File: config.mk
export PLATFORM = sky130hd
export DESIGN_NAME = uart_fifo_cts_rts_flow_control
export DESIGN_NICKNAME = d
export VERILOG_FILES = /design/src/hw/rtl/ufifo_pkg.sv /design/src/hw/rtl/uart_fifo_cts_rts_flow_control.sv
export SDC_FILE = /design/constraint.sdc
export NUM_CORES = 1
export LEC_CHECK = 0
export BUFFER_PORTS_ARGS = -buffer_cell sky130_fd_sc_hd__buf_2
export CORE_MARGIN = 8
export CORE_UTILIZATION = 40
export DETAILED_ROUTE_END_ITERATION = 8
export HOLD_SLACK_MARGIN = 0.1
export PLACE_DENSITY = 0.59
export RECOVER_POWER = 100
export SYNTH_ARGS = -nofsm -noshare
export SYNTH_HDL_FRONTEND = slang
export SYNTH_SLANG_ARGS = --single-unit
File: constraint.sdc
create_clock -name i_clk -period 3.45 [get_ports i_clk]
set_input_delay 0.345 -clock i_clk [delete_from_list [all_inputs] [get_ports i_clk]]
set_output_delay 0.345 -clock i_clk [all_outputs]
set_load 0.03 [all_outputs]
File: src/hw/rtl/ufifo_pkg.sv
// ----------------------------------------------------------------------------
// ufifo_pkg
// Types, codes and pointer helpers shared by the UART buffer with CTS/RTS.
// ----------------------------------------------------------------------------
`default_nettype none

package ufifo_pkg;

    localparam int TX_DEPTH = 64;
    localparam int RX_DEPTH = 64;
    localparam int TX_AW    = (TX_DEPTH > 1) ? $clog2(TX_DEPTH) : 1;
    localparam int RX_AW    = (RX_DEPTH > 1) ? $clog2(RX_DEPTH) : 1;
    // occupancy width: wide enough for the pointers and for the 6-bit marks
    localparam int RX_CW    = (RX_AW > 6) ? RX_AW : 6;

    // request codes
    localparam logic [2:0] REQ_WRITE  = 3'd0;
    localparam logic [2:0] REQ_READ   = 3'd1;
    localparam logic [2:0] REQ_PEEK   = 3'd2;
    localparam logic [2:0] REQ_COUNT  = 3'd3;
    localparam logic [2:0] REQ_RX     = 3'd4;
    localparam logic [2:0] REQ_TXRDY  = 3'd5;
    localparam logic [2:0] REQ_CTS    = 3'd6;

    // status codes
    localparam logic [1:0] ST_OK      = 2'd0;
    localparam logic [1:0] ST_EMPTY   = 2'd1;
    localparam logic [1:0] ST_FULL    = 2'd2;

    // configuration register indexes
    localparam logic [1:0] CFG_CTS_EN = 2'd0;
    localparam logic [1:0] CFG_RTS_EN = 2'd1;
    localparam logic [1:0] CFG_HI     = 2'd2;
    localparam logic [1:0] CFG_LO     = 2'd3;

    localparam logic [5:0] HI_RESET   = 6'd48;
    localparam logic [5:0] LO_RESET   = 6'd16;

    typedef struct packed {
        logic [2:0] req_type;
        logic [7:0] data_in;
        logic       tx_idle;
        logic       cts_level;
    } t_ufifo_req;

    typedef struct packed {
        logic [7:0] read_data;
        logic [5:0] rx_count;
        logic [1:0] status;
        logic       tx_valid;
        logic [7:0] tx_byte;
        logic       rts_out;
        logic       send_paused_out;
    } t_ufifo_rsp;

    function automatic logic [TX_AW-1:0] tx_inc(input logic [TX_AW-1:0] p);
        return (p == TX_AW'(TX_DEPTH - 1)) ? '0 : p + 1'b1;
    endfunction

    function automatic logic [RX_AW-1:0] rx_inc(input logic [RX_AW-1:0] p);
        return (p == RX_AW'(RX_DEPTH - 1)) ? '0 : p + 1'b1;
    endfunction

endpackage

`default_nettype wire

File: src/hw/rtl/uart_fifo_cts_rts_flow_control.sv
// ----------------------------------------------------------------------------
// uart_fifo_cts_rts_flow_control
// Transmit and receive ring buffers of a UART with CTS/RTS flow control.
// ----------------------------------------------------------------------------
// Usage:
//   Request channel (i_in_valid / o_in_ready / i_in) carries host accesses
//   (write, read, peek, count query) and line events (rx byte, transmitter
//   ready, CTS change). Every request beat yields exactly one response beat
//   on o_out_valid / i_out_ready / o_out.
//   Configuration beats (i_cfg_valid / o_cfg_ready, i_cfg_index, i_cfg_data)
//   are always taken and must only be sent while the block is idle.
//   Path: a request beat loads the input register, and the request then
//   passes to the response register, which drives o_out_valid. Throughput: one
//   request per cycle while the response is not held, set by the single
//   input-to-response pass; both buffers read their tail entry into a
//   registered read port every cycle, so requests never wait on them.
//   Stall: while the response is held, the request in the input register
//   waits and o_in_ready drops only once that register is occupied too.
//   Reset clears the pointers, the flow-control flags and the registers
//   (marks 48 / 16); buffer contents are left as they were.
// ----------------------------------------------------------------------------
`default_nettype none

module uart_fifo_cts_rts_flow_control (
    input  wire                    i_clk,
    input  wire                    i_rst_n,
    input  wire                    i_in_valid,
    output logic                   o_in_ready,
    input  wire ufifo_pkg::t_ufifo_req i_in,
    output logic                   o_out_valid,
    input  wire                    i_out_ready,
    output ufifo_pkg::t_ufifo_rsp  o_out,
    input  wire                    i_cfg_valid,
    output logic                   o_cfg_ready,
    input  wire  [1:0]             i_cfg_index,
    input  wire  [5:0]             i_cfg_data
);

    localparam int TX_AW = ufifo_pkg::TX_AW;
    localparam int RX_AW = ufifo_pkg::RX_AW;
    localparam int RX_CW = ufifo_pkg::RX_CW;

    // configuration
    logic       r_cts_en;
    logic       r_rts_en;
    logic [5:0] r_hi;
    logic [5:0] r_lo;

    // control state
    logic [TX_AW-1:0] r_tx_head, r_tx_tail, n_tx_head, n_tx_tail;
    logic [RX_AW-1:0] r_rx_head, r_rx_tail, n_rx_head, n_rx_tail;
    logic             r_cts_stop, n_cts_stop;
    logic             r_send_paused, n_send_paused;
    logic             r_recv_paused, n_recv_paused;
    logic             r_irq_on, n_irq_on;

    // buffers and their registered tail read ports
    logic [7:0] r_tx_mem [ufifo_pkg::TX_DEPTH];
    logic [7:0] r_rx_mem [ufifo_pkg::RX_DEPTH];
    logic [7:0] r_tx_rd;
    logic [7:0] r_rx_rd;
    logic       tx_we, rx_we;

    // pipeline
    logic                  r_in_vld;
    ufifo_pkg::t_ufifo_req r_in;
    logic                  r_out_vld;
    ufifo_pkg::t_ufifo_rsp r_out, n_out;
    logic                  advance;

    logic [RX_CW-1:0] occ;
    logic             tx_empty, rx_empty;
    logic [TX_AW-1:0] tx_nxt, tx_tail_inc;
    logic [RX_AW-1:0] rx_nxt, rx_tail_inc;
    logic [TX_AW-1:0] tx_rd_addr;
    logic [RX_AW-1:0] rx_rd_addr;

    assign advance     = r_in_vld && (!r_out_vld || i_out_ready);
    assign o_in_ready  = !r_in_vld || advance;
    assign o_out_valid = r_out_vld;
    assign o_out       = r_out;
    assign o_cfg_ready = 1'b1;

    assign tx_empty    = (r_tx_head == r_tx_tail);
    assign rx_empty    = (r_rx_head == r_rx_tail);
    assign tx_nxt      = ufifo_pkg::tx_inc(r_tx_head);
    assign rx_nxt      = ufifo_pkg::rx_inc(r_rx_head);
    assign tx_tail_inc = ufifo_pkg::tx_inc(r_tx_tail);
    assign rx_tail_inc = ufifo_pkg::rx_inc(r_rx_tail);

    // modular occupancy; the wrap term vanishes when the width is exact
    assign occ = RX_CW'(r_rx_head) - RX_CW'(r_rx_tail)
               + ((r_rx_head < r_rx_tail) ? RX_CW'(ufifo_pkg::RX_DEPTH) : '0);

    always_comb begin
        logic rts_chk;
        n_tx_head     = r_tx_head;
        n_tx_tail     = r_tx_tail;
        n_rx_head     = r_rx_head;
        n_rx_tail     = r_rx_tail;
        n_cts_stop    = r_cts_stop;
        n_send_paused = r_send_paused;
        n_recv_paused = r_recv_paused;
        n_irq_on      = r_irq_on;
        tx_we         = 1'b0;
        rx_we         = 1'b0;
        rts_chk       = 1'b0;
        n_out         = '0;
        n_out.rx_count = occ[5:0];
        n_out.status   = ufifo_pkg::ST_OK;

        case (r_in.req_type)
            ufifo_pkg::REQ_WRITE: begin
                if (tx_empty && r_in.tx_idle && !r_cts_stop) begin
                    n_out.tx_valid = 1'b1;
                    n_out.tx_byte  = r_in.data_in;
                end else if (tx_nxt == r_tx_tail) begin
                    n_out.status = ufifo_pkg::ST_FULL;
                end else begin
                    tx_we     = 1'b1;
                    n_tx_head = tx_nxt;
                    if (!r_send_paused) begin
                        n_irq_on = 1'b1;
                    end
                end
            end
            ufifo_pkg::REQ_READ, ufifo_pkg::REQ_PEEK: begin
                if (rx_empty) begin
                    n_out.status = ufifo_pkg::ST_EMPTY;
                end else begin
                    rts_chk         = 1'b1;
                    n_out.read_data = r_rx_rd;
                    if (r_in.req_type == ufifo_pkg::REQ_READ) begin
                        n_rx_tail = rx_tail_inc;
                    end
                end
            end
            ufifo_pkg::REQ_COUNT: begin
                rts_chk = 1'b1;
            end
            ufifo_pkg::REQ_RX: begin
                if (rx_nxt == r_rx_tail) begin
                    n_out.status = ufifo_pkg::ST_FULL;
                end else begin
                    rx_we     = 1'b1;
                    n_rx_head = rx_nxt;
                end
            end
            ufifo_pkg::REQ_TXRDY: begin
                if (r_irq_on) begin
                    if (r_cts_stop) begin
                        if (!r_send_paused) begin
                            n_irq_on      = 1'b0;
                            n_send_paused = 1'b1;
                        end
                    end else if (tx_empty) begin
                        n_irq_on = 1'b0;
                    end else begin
                        n_out.tx_valid = 1'b1;
                        n_out.tx_byte  = r_tx_rd;
                        n_tx_tail      = tx_tail_inc;
                        if (tx_tail_inc == r_tx_head) begin
                            n_irq_on = 1'b0;
                        end
                    end
                end
            end
            ufifo_pkg::REQ_CTS: begin
                if (!r_cts_en) begin
                    n_cts_stop = 1'b0;
                end else begin
                    n_cts_stop = r_in.cts_level;
                    if (!r_in.cts_level && r_send_paused) begin
                        n_send_paused = 1'b0;
                        n_irq_on      = 1'b1;
                    end
                end
            end
            default: begin
            end
        endcase

        // RTS hysteresis on occupancy before the access
        if (rts_chk && r_rts_en) begin
            if (!r_recv_paused && occ >= RX_CW'(r_hi)) begin
                n_recv_paused = 1'b1;
            end else if (r_recv_paused && occ <= RX_CW'(r_lo)) begin
                n_recv_paused = 1'b0;
            end
        end

        n_out.rts_out         = n_recv_paused && r_rts_en;
        n_out.send_paused_out = n_send_paused;

        // hold everything when no request moves forward
        if (!advance) begin
            n_tx_head     = r_tx_head;
            n_tx_tail     = r_tx_tail;
            n_rx_head     = r_rx_head;
            n_rx_tail     = r_rx_tail;
            n_cts_stop    = r_cts_stop;
            n_send_paused = r_send_paused;
            n_recv_paused = r_recv_paused;
            n_irq_on      = r_irq_on;
            tx_we         = 1'b0;
            rx_we         = 1'b0;
        end
    end

    assign tx_rd_addr = i_rst_n ? n_tx_tail : '0;
    assign rx_rd_addr = i_rst_n ? n_rx_tail : '0;

    // buffers: write at head, read the next tail with write forwarding
    always_ff @(posedge i_clk) begin
        if (tx_we) begin
            r_tx_mem[r_tx_head] <= r_in.data_in;
        end
        if (tx_we && (r_tx_head == tx_rd_addr)) begin
            r_tx_rd <= r_in.data_in;
        end else begin
            r_tx_rd <= r_tx_mem[tx_rd_addr];
        end
    end

    always_ff @(posedge i_clk) begin
        if (rx_we) begin
            r_rx_mem[r_rx_head] <= r_in.data_in;
        end
        if (rx_we && (r_rx_head == rx_rd_addr)) begin
            r_rx_rd <= r_in.data_in;
        end else begin
            r_rx_rd <= r_rx_mem[rx_rd_addr];
        end
    end

    always_ff @(posedge i_clk) begin
        if (!i_rst_n) begin
            r_tx_head     <= '0;
            r_tx_tail     <= '0;
            r_rx_head     <= '0;
            r_rx_tail     <= '0;
            r_cts_stop    <= 1'b0;
            r_send_paused <= 1'b0;
            r_recv_paused <= 1'b0;
            r_irq_on      <= 1'b0;
            r_in_vld      <= 1'b0;
            r_out_vld     <= 1'b0;
        end else begin
            r_tx_head     <= n_tx_head;
            r_tx_tail     <= n_tx_tail;
            r_rx_head     <= n_rx_head;
            r_rx_tail     <= n_rx_tail;
            r_cts_stop    <= n_cts_stop;
            r_send_paused <= n_send_paused;
            r_recv_paused <= n_recv_paused;
            r_irq_on      <= n_irq_on;
            if (o_in_ready) begin
                r_in_vld <= i_in_valid;
            end
            if (advance) begin
                r_out_vld <= 1'b1;
            end else if (i_out_ready) begin
                r_out_vld <= 1'b0;
            end
        end
    end

    // payload registers
    always_ff @(posedge i_clk) begin
        if (o_in_ready && i_in_valid) begin
            r_in <= i_in;
        end
        if (advance) begin
            r_out <= n_out;
        end
    end

    always_ff @(posedge i_clk) begin
        if (!i_rst_n) begin
            r_cts_en <= 1'b0;
            r_rts_en <= 1'b0;
            r_hi     <= ufifo_pkg::HI_RESET;
            r_lo     <= ufifo_pkg::LO_RESET;
        end else if (i_cfg_valid) begin
            case (i_cfg_index)
                ufifo_pkg::CFG_CTS_EN: r_cts_en <= i_cfg_data[0];
                ufifo_pkg::CFG_RTS_EN: r_rts_en <= i_cfg_data[0];
                ufifo_pkg::CFG_HI:     r_hi     <= i_cfg_data;
                ufifo_pkg::CFG_LO:     r_lo     <= i_cfg_data;
                default: begin
                end
            endcase
        end
    end

    // a byte handed to the transmitter never carries an error status
    a_txv_ok: assert property (@(posedge i_clk) disable iff (!i_rst_n)
        r_out_vld |-> (!r_out.tx_valid || (r_out.status == ufifo_pkg::ST_OK)))
        else $error("tx_valid with non-ok status");

    // pointers move only when a request passes through
    a_ptr_hold: assert property (@(posedge i_clk) disable iff (!i_rst_n)
        !advance |=> ($stable(r_rx_head) && $stable(r_rx_tail)
                      && $stable(r_tx_head) && $stable(r_tx_tail)))
        else $error("pointer moved without a request");

    // a stalled request stays in the input register
    a_in_hold: assert property (@(posedge i_clk) disable iff (!i_rst_n)
        (r_in_vld && !advance) |=> (r_in_vld && $stable(r_in)))
        else $error("held request lost");

endmodule

`default_nettype wire

# Word level (Yosys, flattened, before mapping)

Memories as Yosys holds them, arrays and structs flattened. A register that Yosys moved wholly into a read port is not among the register bits.
Index checks and enable logic that the tools add are counted.

Bits in registers: 84
Bits in latches: 0
RAM bits: 1,024
Bits in read-only memories: 0
Input bits: 26
Word-level logic and storage cells: 151
Memories: 2

Add/subtract/negate cells: 5
$mul: 0
Divide/modulo/power cells: 0
Magnitude comparators: 2
Equality and inequality tests: 23
Shifts and indexed selects: 0
Muxes and demuxes: 60
Bitwise operators: 4
Reductions and logical operators: 30

Memories:

| memory   | depth | bits a word | rd ports | clocked after Yosys merged registers in | wr ports | RTL line                             | source |
|---|---|---|---|---|---|---|---|
| r_rx_mem | 64    | 8           | 1        | 1                                       | 1        | uart_fifo_cts_rts_flow_control.sv:59 | `logic [7:0] r_rx_mem [ufifo_pkg::RX_DEPTH];` |
| r_tx_mem | 64    | 8           | 1        | 1                                       | 1        | uart_fifo_cts_rts_flow_control.sv:58 | `logic [7:0] r_tx_mem [ufifo_pkg::TX_DEPTH];` |

Operator list:

| operator              | count |
|---|---|
| $mux W6               | 15 |
| $mux W9               | 4 |
| $mux W1               | 33 |
| $eq A6 B6 Y1          | 5 |
| $add A6 B1 Y6 const B | 4 |
| $eq A6 B6 Y1 const B  | 4 |
| $pmux W9 S2           | 1 |
| $ne A2 B2 Y1 const B  | 5 |
| $reduce_and A2 Y1     | 5 |
| $eq A3 B3 Y1 const B  | 3 |
| $logic_and A1 B1 Y1   | 9 |
| $reduce_and A7 Y1     | 1 |
| $eq A3 B2 Y1 const B  | 2 |
| $ge A6 B6 Y1          | 1 |
| $le A6 B6 Y1          | 1 |
| $mux W2               | 3 |
| $pmux W2 S3           | 1 |
| $sub A6 B6 Y6         | 1 |
| $logic_not A1 Y1      | 5 |
| $eq A2 B2 Y1 const B  | 2 |
| $not A1 Y1            | 4 |
| $pmux W1 S2           | 2 |
| $reduce_and A4 Y1     | 1 |
| $reduce_or A2 Y1      | 2 |
| other kinds (9)       | 10 |

# Logic depth before layout (Yosys ltp)

Word-level depth: 9
Depth in mapped cells: 16
Gate-level depth less buffers: 14

# Least setup slack after synthesis

No wires, ideal clock.

Kind: register -> register
Start: reg r_rx_tail[1]
End: reg r_out, in the netlist o_out[1], data pin
Library setup time: 0.260 ns
Data arrival time: 3.209 ns
Setup slack: -0.019 ns
Cell stages (with the launch flop): 17
Path buffers: 3
Cell sequence: dfxtp_1 -> buf_2 -> buf_2 -> buf_2 -> clkinv_1 -> ha_1 -> a21o_1 -> a21oi_1 -> o21bai_1 -> a21oi_1 -> xor2_1 -> ha_1 -> a21o_1 -> a31oi_1 -> o21ai_0 -> a21oi_1 -> nor3b_1

RTL lines:

| what                   | RTL line                              | source |
|---|---|---|
| start, declared        | uart_fifo_cts_rts_flow_control.sv:51  | `logic [RX_AW-1:0] r_rx_head, r_rx_tail, n_rx_head, n_rx_tail;` |
| start signal, assigned | uart_fifo_cts_rts_flow_control.sv:252 | `r_rx_tail <= n_rx_tail;` |
| end signal, assigned   | uart_fifo_cts_rts_flow_control.sv:274 | `r_out <= n_out;` |
| end, declared          | uart_fifo_cts_rts_flow_control.sv:68  | `ufifo_pkg::t_ufifo_rsp r_out, n_out;` |

# Final worst setup path

Start: reg r_rx_head[0]
End: mem r_rx_mem[58][0] (enable)

Word-level cells in the longest chain between the ends: 8
Elaborated cells between the ends (all ways): 9

Ends and longest elaborated chain:

| what                                          | RTL line                              | source |
|---|---|---|
| start, declared                               | uart_fifo_cts_rts_flow_control.sv:51  |  |
| start signal, assigned                        | uart_fifo_cts_rts_flow_control.sv:251 | `r_rx_head <= n_rx_head;` |
| $add A6 B1 Y6 or $eq A6 B6 Y1 (tied branches) | ufifo_pkg.sv:61                       | `return (p == RX_AW'(RX_DEPTH - 1)) ? '0 : p + 1'b1;` |
| $mux W6                                       | ufifo_pkg.sv:61                       |  |
| $eq A6 B6 Y1                                  | uart_fifo_cts_rts_flow_control.sv:142 | `if (rx_nxt == r_rx_tail) begin` |
| $mux W1                                       | uart_fifo_cts_rts_flow_control.sv:142 |  |
| $mux W1                                       | uart_fifo_cts_rts_flow_control.sv:112 | `case (r_in.req_type)` |
| $mux W1                                       | uart_fifo_cts_rts_flow_control.sv:196 | `if (!advance) begin` |
| $mux W1                                       | uart_fifo_cts_rts_flow_control.sv:226 | `if (rx_we) begin` |
| $mux W1 (not written as such)                 | uart_fifo_cts_rts_flow_control.sv:227 | `r_rx_mem[r_rx_head] <= r_in.data_in;` |
| end, declared                                 | uart_fifo_cts_rts_flow_control.sv:59  |  |

Parallel ways exist; a longest one is shown, timed or not.

==> flow_summary.yaml <==
finish:
  multi_input_area_sq_um: 11400
  n_antenna_cell: 0
  final_nets: 2654
  fillers: 9339
  syn2layout_area_growth_pct: 16.0
  seqCellArea_sq_um: 32900
  drive_gt1_share_pct: 26.6
drt:
  drc: 0
  wl_um: 113000
  viasPerCell: 5.74
  routedWlPerCell_um: 27.0
  drt_iter0_markers: 2378
  first_pass_iters: 5
  num_vias: 24100
  drt.antenna.violating_nets: 0
logic_synthesis:
  synthArstFlopShare_pct: 0
  ys_seq_area_share_pct: 73.2
  syn-cell-area_sq_um: 44800
  synth_top_cell_area_share_pct: 71.3
  ys_warn_count: 0
  yosys.area.top_type: "edfxtp_1"
  syn-mean-instance-area_sq_um: 19.0
  ys.flop_type: "edfxtp_1"
  synth_mux_area_share_pct: 15.0
  synth-edff-count: 1064
  synth-simple-area-share_pct: 5.28
  synth_top_family_by_area: "multiplexers"
  ys_types: 80
  synth_cells: 2356
  synthTopCellsByArea: "edfxtp_1, mux4_2, dfxtp_1"
  synthAdderAreaFrac_pct: 0.653
  synth-compound-area-share_pct: 3.23
  ys_seq_elements: 1108
  yosys.area_share.xor_xnor_pct: 0.547
  synth_nets: 2404
clocking:
  cts_inserted_buffers: 109
  h-tree-depth: 3
  root_buffer: "clkbuf_16"
  clkLatencyLatePin_ps: 700
  cts.sink_count: 1108
  cts_buffer_depth: 3
  cts_tree: "done"
  clk_pin_slew_ps: 60
worst_setup_path:
  cpMaxStageDelayCell: "nor3_1"
  r2r_cells: 8
  endpoint_kind: "flop"
  path_class: "flop to flop"
  crit_path_start_kind: "flop"
  crit_chain: "ha_1 > and2_1 > o21ai_0 > a21oi_1 > xnor2_1 > o21ai_4 > buf_12 > nor3_1"
  cp.arrival_ps: 3730
  cp_data_required_time_ps: 3740
  slowest_delay_ps: 970
  critPathMaxFanout: 39
global_route:
  grt_pass1_wl_um: 168000
  first_global_vias: 24600
  grt_usage_pct: 18.3
  grt_overflow: 0
  grt_antenna_before_repair: 1
  grt_max_degree: 130
worst_hold_path:
  whs_path_depth: 5
  hold_class: "primary input to flop"
placed_design:
  io_buffers: 54
  dp_hpwl_um: 72900
  place_congestion: 0.920
pwr:
  power.density_nw_per_um2: 520
  finalPower_w: 0.0271
  ir_drop_uv: 559
  leakage_nw: 16.1
sta:
  tightest_slew_ps: 3060
  hold_violations: 0
  finClkSkew_ps: 21.1
  slew_violations: 555
  timing.final.crit_share_pct: 99.7
  setup_viol: 0
  setup_tns_ps: 0
  rsz0062_at_grt: "true"
  post-route-min-period_ps: 3440
  maxSlewHeadroom_pct: -104
  fmax_mhz: 291
flow_run:
  maxCapViolations: 8
die:
  die_y_um: 351
  die_width_um: 351
  core-area_sq_um: 112000
  start_util_pct: 40.1
  dieArea_sq_um: 123000
  std_cell_rows: 123
  ios: 56
outcome:
  violations: "capacitance limit, slew limit"
  status: "finished, violations left"
repair_timing:
action                     in CTS  in global routing
setup buffers                   0                  0
gates resized for setup         0                 17
hold endpoints to repair       28                  0
setup endpoints to repair       0                276
hold buffers                   25                  0
layout by cell type, fill, tap and decap left out, types with 39 or more instances in the layout:
cell type  instances
a21oi_1           39
buf_4            177
clkbuf_1          68
clkbuf_16        110
edfxtp_1        1064
mux2i_1           88
mux4_2           258
nand2_1           95
nand3_1           40
nor2_1            72
nor3_1            63
routing by layer:
metal  part of all wire [%]  up-vias  global-route usage, %
met4                    3.4        0                   6.07
met5                      0        -                      0
met1                     42    12600                   25.1
li1                       -    10200                      -
met3                    6.4      236                   3.05
met2                     48     1004                   29.9
critical path: cells and delay by family (launching register included):
family                   cells  cell delay [ps]
AND/OR/NAND/NOR              2             1260
AO/OA/AOI/OAI                3              570
flip-flops                   1              450
adder cells (fa/ha/maj)      1              260
XOR/XNOR                     1              240
buffers and inverters        1              210
cells by family after synthesis:
| kind of cell | after synthesis |
|---|---|
| other | 1 |
| flip-flops | 1108 |
| AND/OR/NAND/NOR | 456 |
| XOR/XNOR | 28 |
| AO/OA/AOI/OAI | 205 |
| buffers and inverters | 186 |
| multiplexers | 349 |
| adder cells (fa/ha/maj) | 23 |
registers in the layout, indices dropped and copies added (netlist names), 6 cells and up:
| name | cells |
|---|---|
| r_in | 13 |
| r_lo | 6 |
| o_out | 27 |
| r_rx_head | 6 |
| r_tx_mem | 512 |
| r_tx_head | 6 |
| r_tx_tail | 6 |
| r_hi | 6 |
| r_rx_mem | 512 |
| r_rx_tail | 6 |
area by class of cell:
| type | count | area share (%) |
|---|---|---|
| timing repair buffer | 297 | 4.20 |
| sequential | 1108 | 63.2 |
| inverter | 28 | 0.205 |
| clock buffer | 132 | 5.47 |
| clock inverter | 71 | 1.37 |
| tap | 1500 | 3.61 |
| multi-input combinational | 1062 | 22.0 |
Yosys cell counts, types with 11 or more instances:
library cell	n
edfxtp_1	1064
a22oi_1	24
nand3b_1	12
nor2_1	72
buf_2	57
nand2b_1	20
buf_4	16
buf_1	20
o21ai_0	36
nand2_1	95
or3_1	13
a21oi_1	39
ha_1	21
mux2i_1	88
nand3_1	40
o22ai_1	11
buf_6	12
nor3_1	79
inv_1	24
nor2b_1	16
dfxtp_1	44
clkbuf_1	53
nor4_1	66
xnor2_1	18
mux4_2	258
path summary, 6_finish.rpt:
path | start | endpoint | slack (ps)
worst max-delay path | r_rx_head[0]$_SDFFE_PN0P_ | r_rx_mem[58][0]$_DFFE_PP_ | 10
worst min-delay path | i_out_ready | o_out_valid$_SDFFE_PN0P_ | 160
worst max register to register | r_rx_head[0]$_SDFFE_PN0P_ | r_rx_mem[58][0]$_DFFE_PP_ | 10
worst min register to register | r_tx_head[2]$_SDFFE_PN0P_ | r_tx_head[2]$_SDFFE_PN0P_ | 490
through the flow:
| stage | setup slack [ps] | hold slack (ps) | cell area (sq um) | utilization [%] | instances |
|---|---|---|---|---|---|
| final | 11.5 | 159 | 52000 | 46.5 | 4198 |
| after global routing | -101 | 175 | 52000 | 46.5 | 4198 |
| after CTS | 48.2 | 115 | 52300 | 46.7 | 4198 |
| after detailed placement | 31.6 | 481 | 48500 | 43.3 | 3970 |
| after global placement | 75.3 | 476 | 48400 | 43.3 | 3968 |
| after floorplan | 96.3 | 444 | 44800 | - | 2356 |
where the power goes:
group | internal [W] | switching [W] | total (W) | leakage (nW)
Combinational | 0.0000833 | 0.000347 | 0.000431 | 4.42
Sequential | 0.0148 | 0.0000425 | 0.0148 | 9.96
Clock | 0.00678 | 0.00502 | 0.0118 | 1.72
No activity file was read; power rests on OpenSTA's default activity.
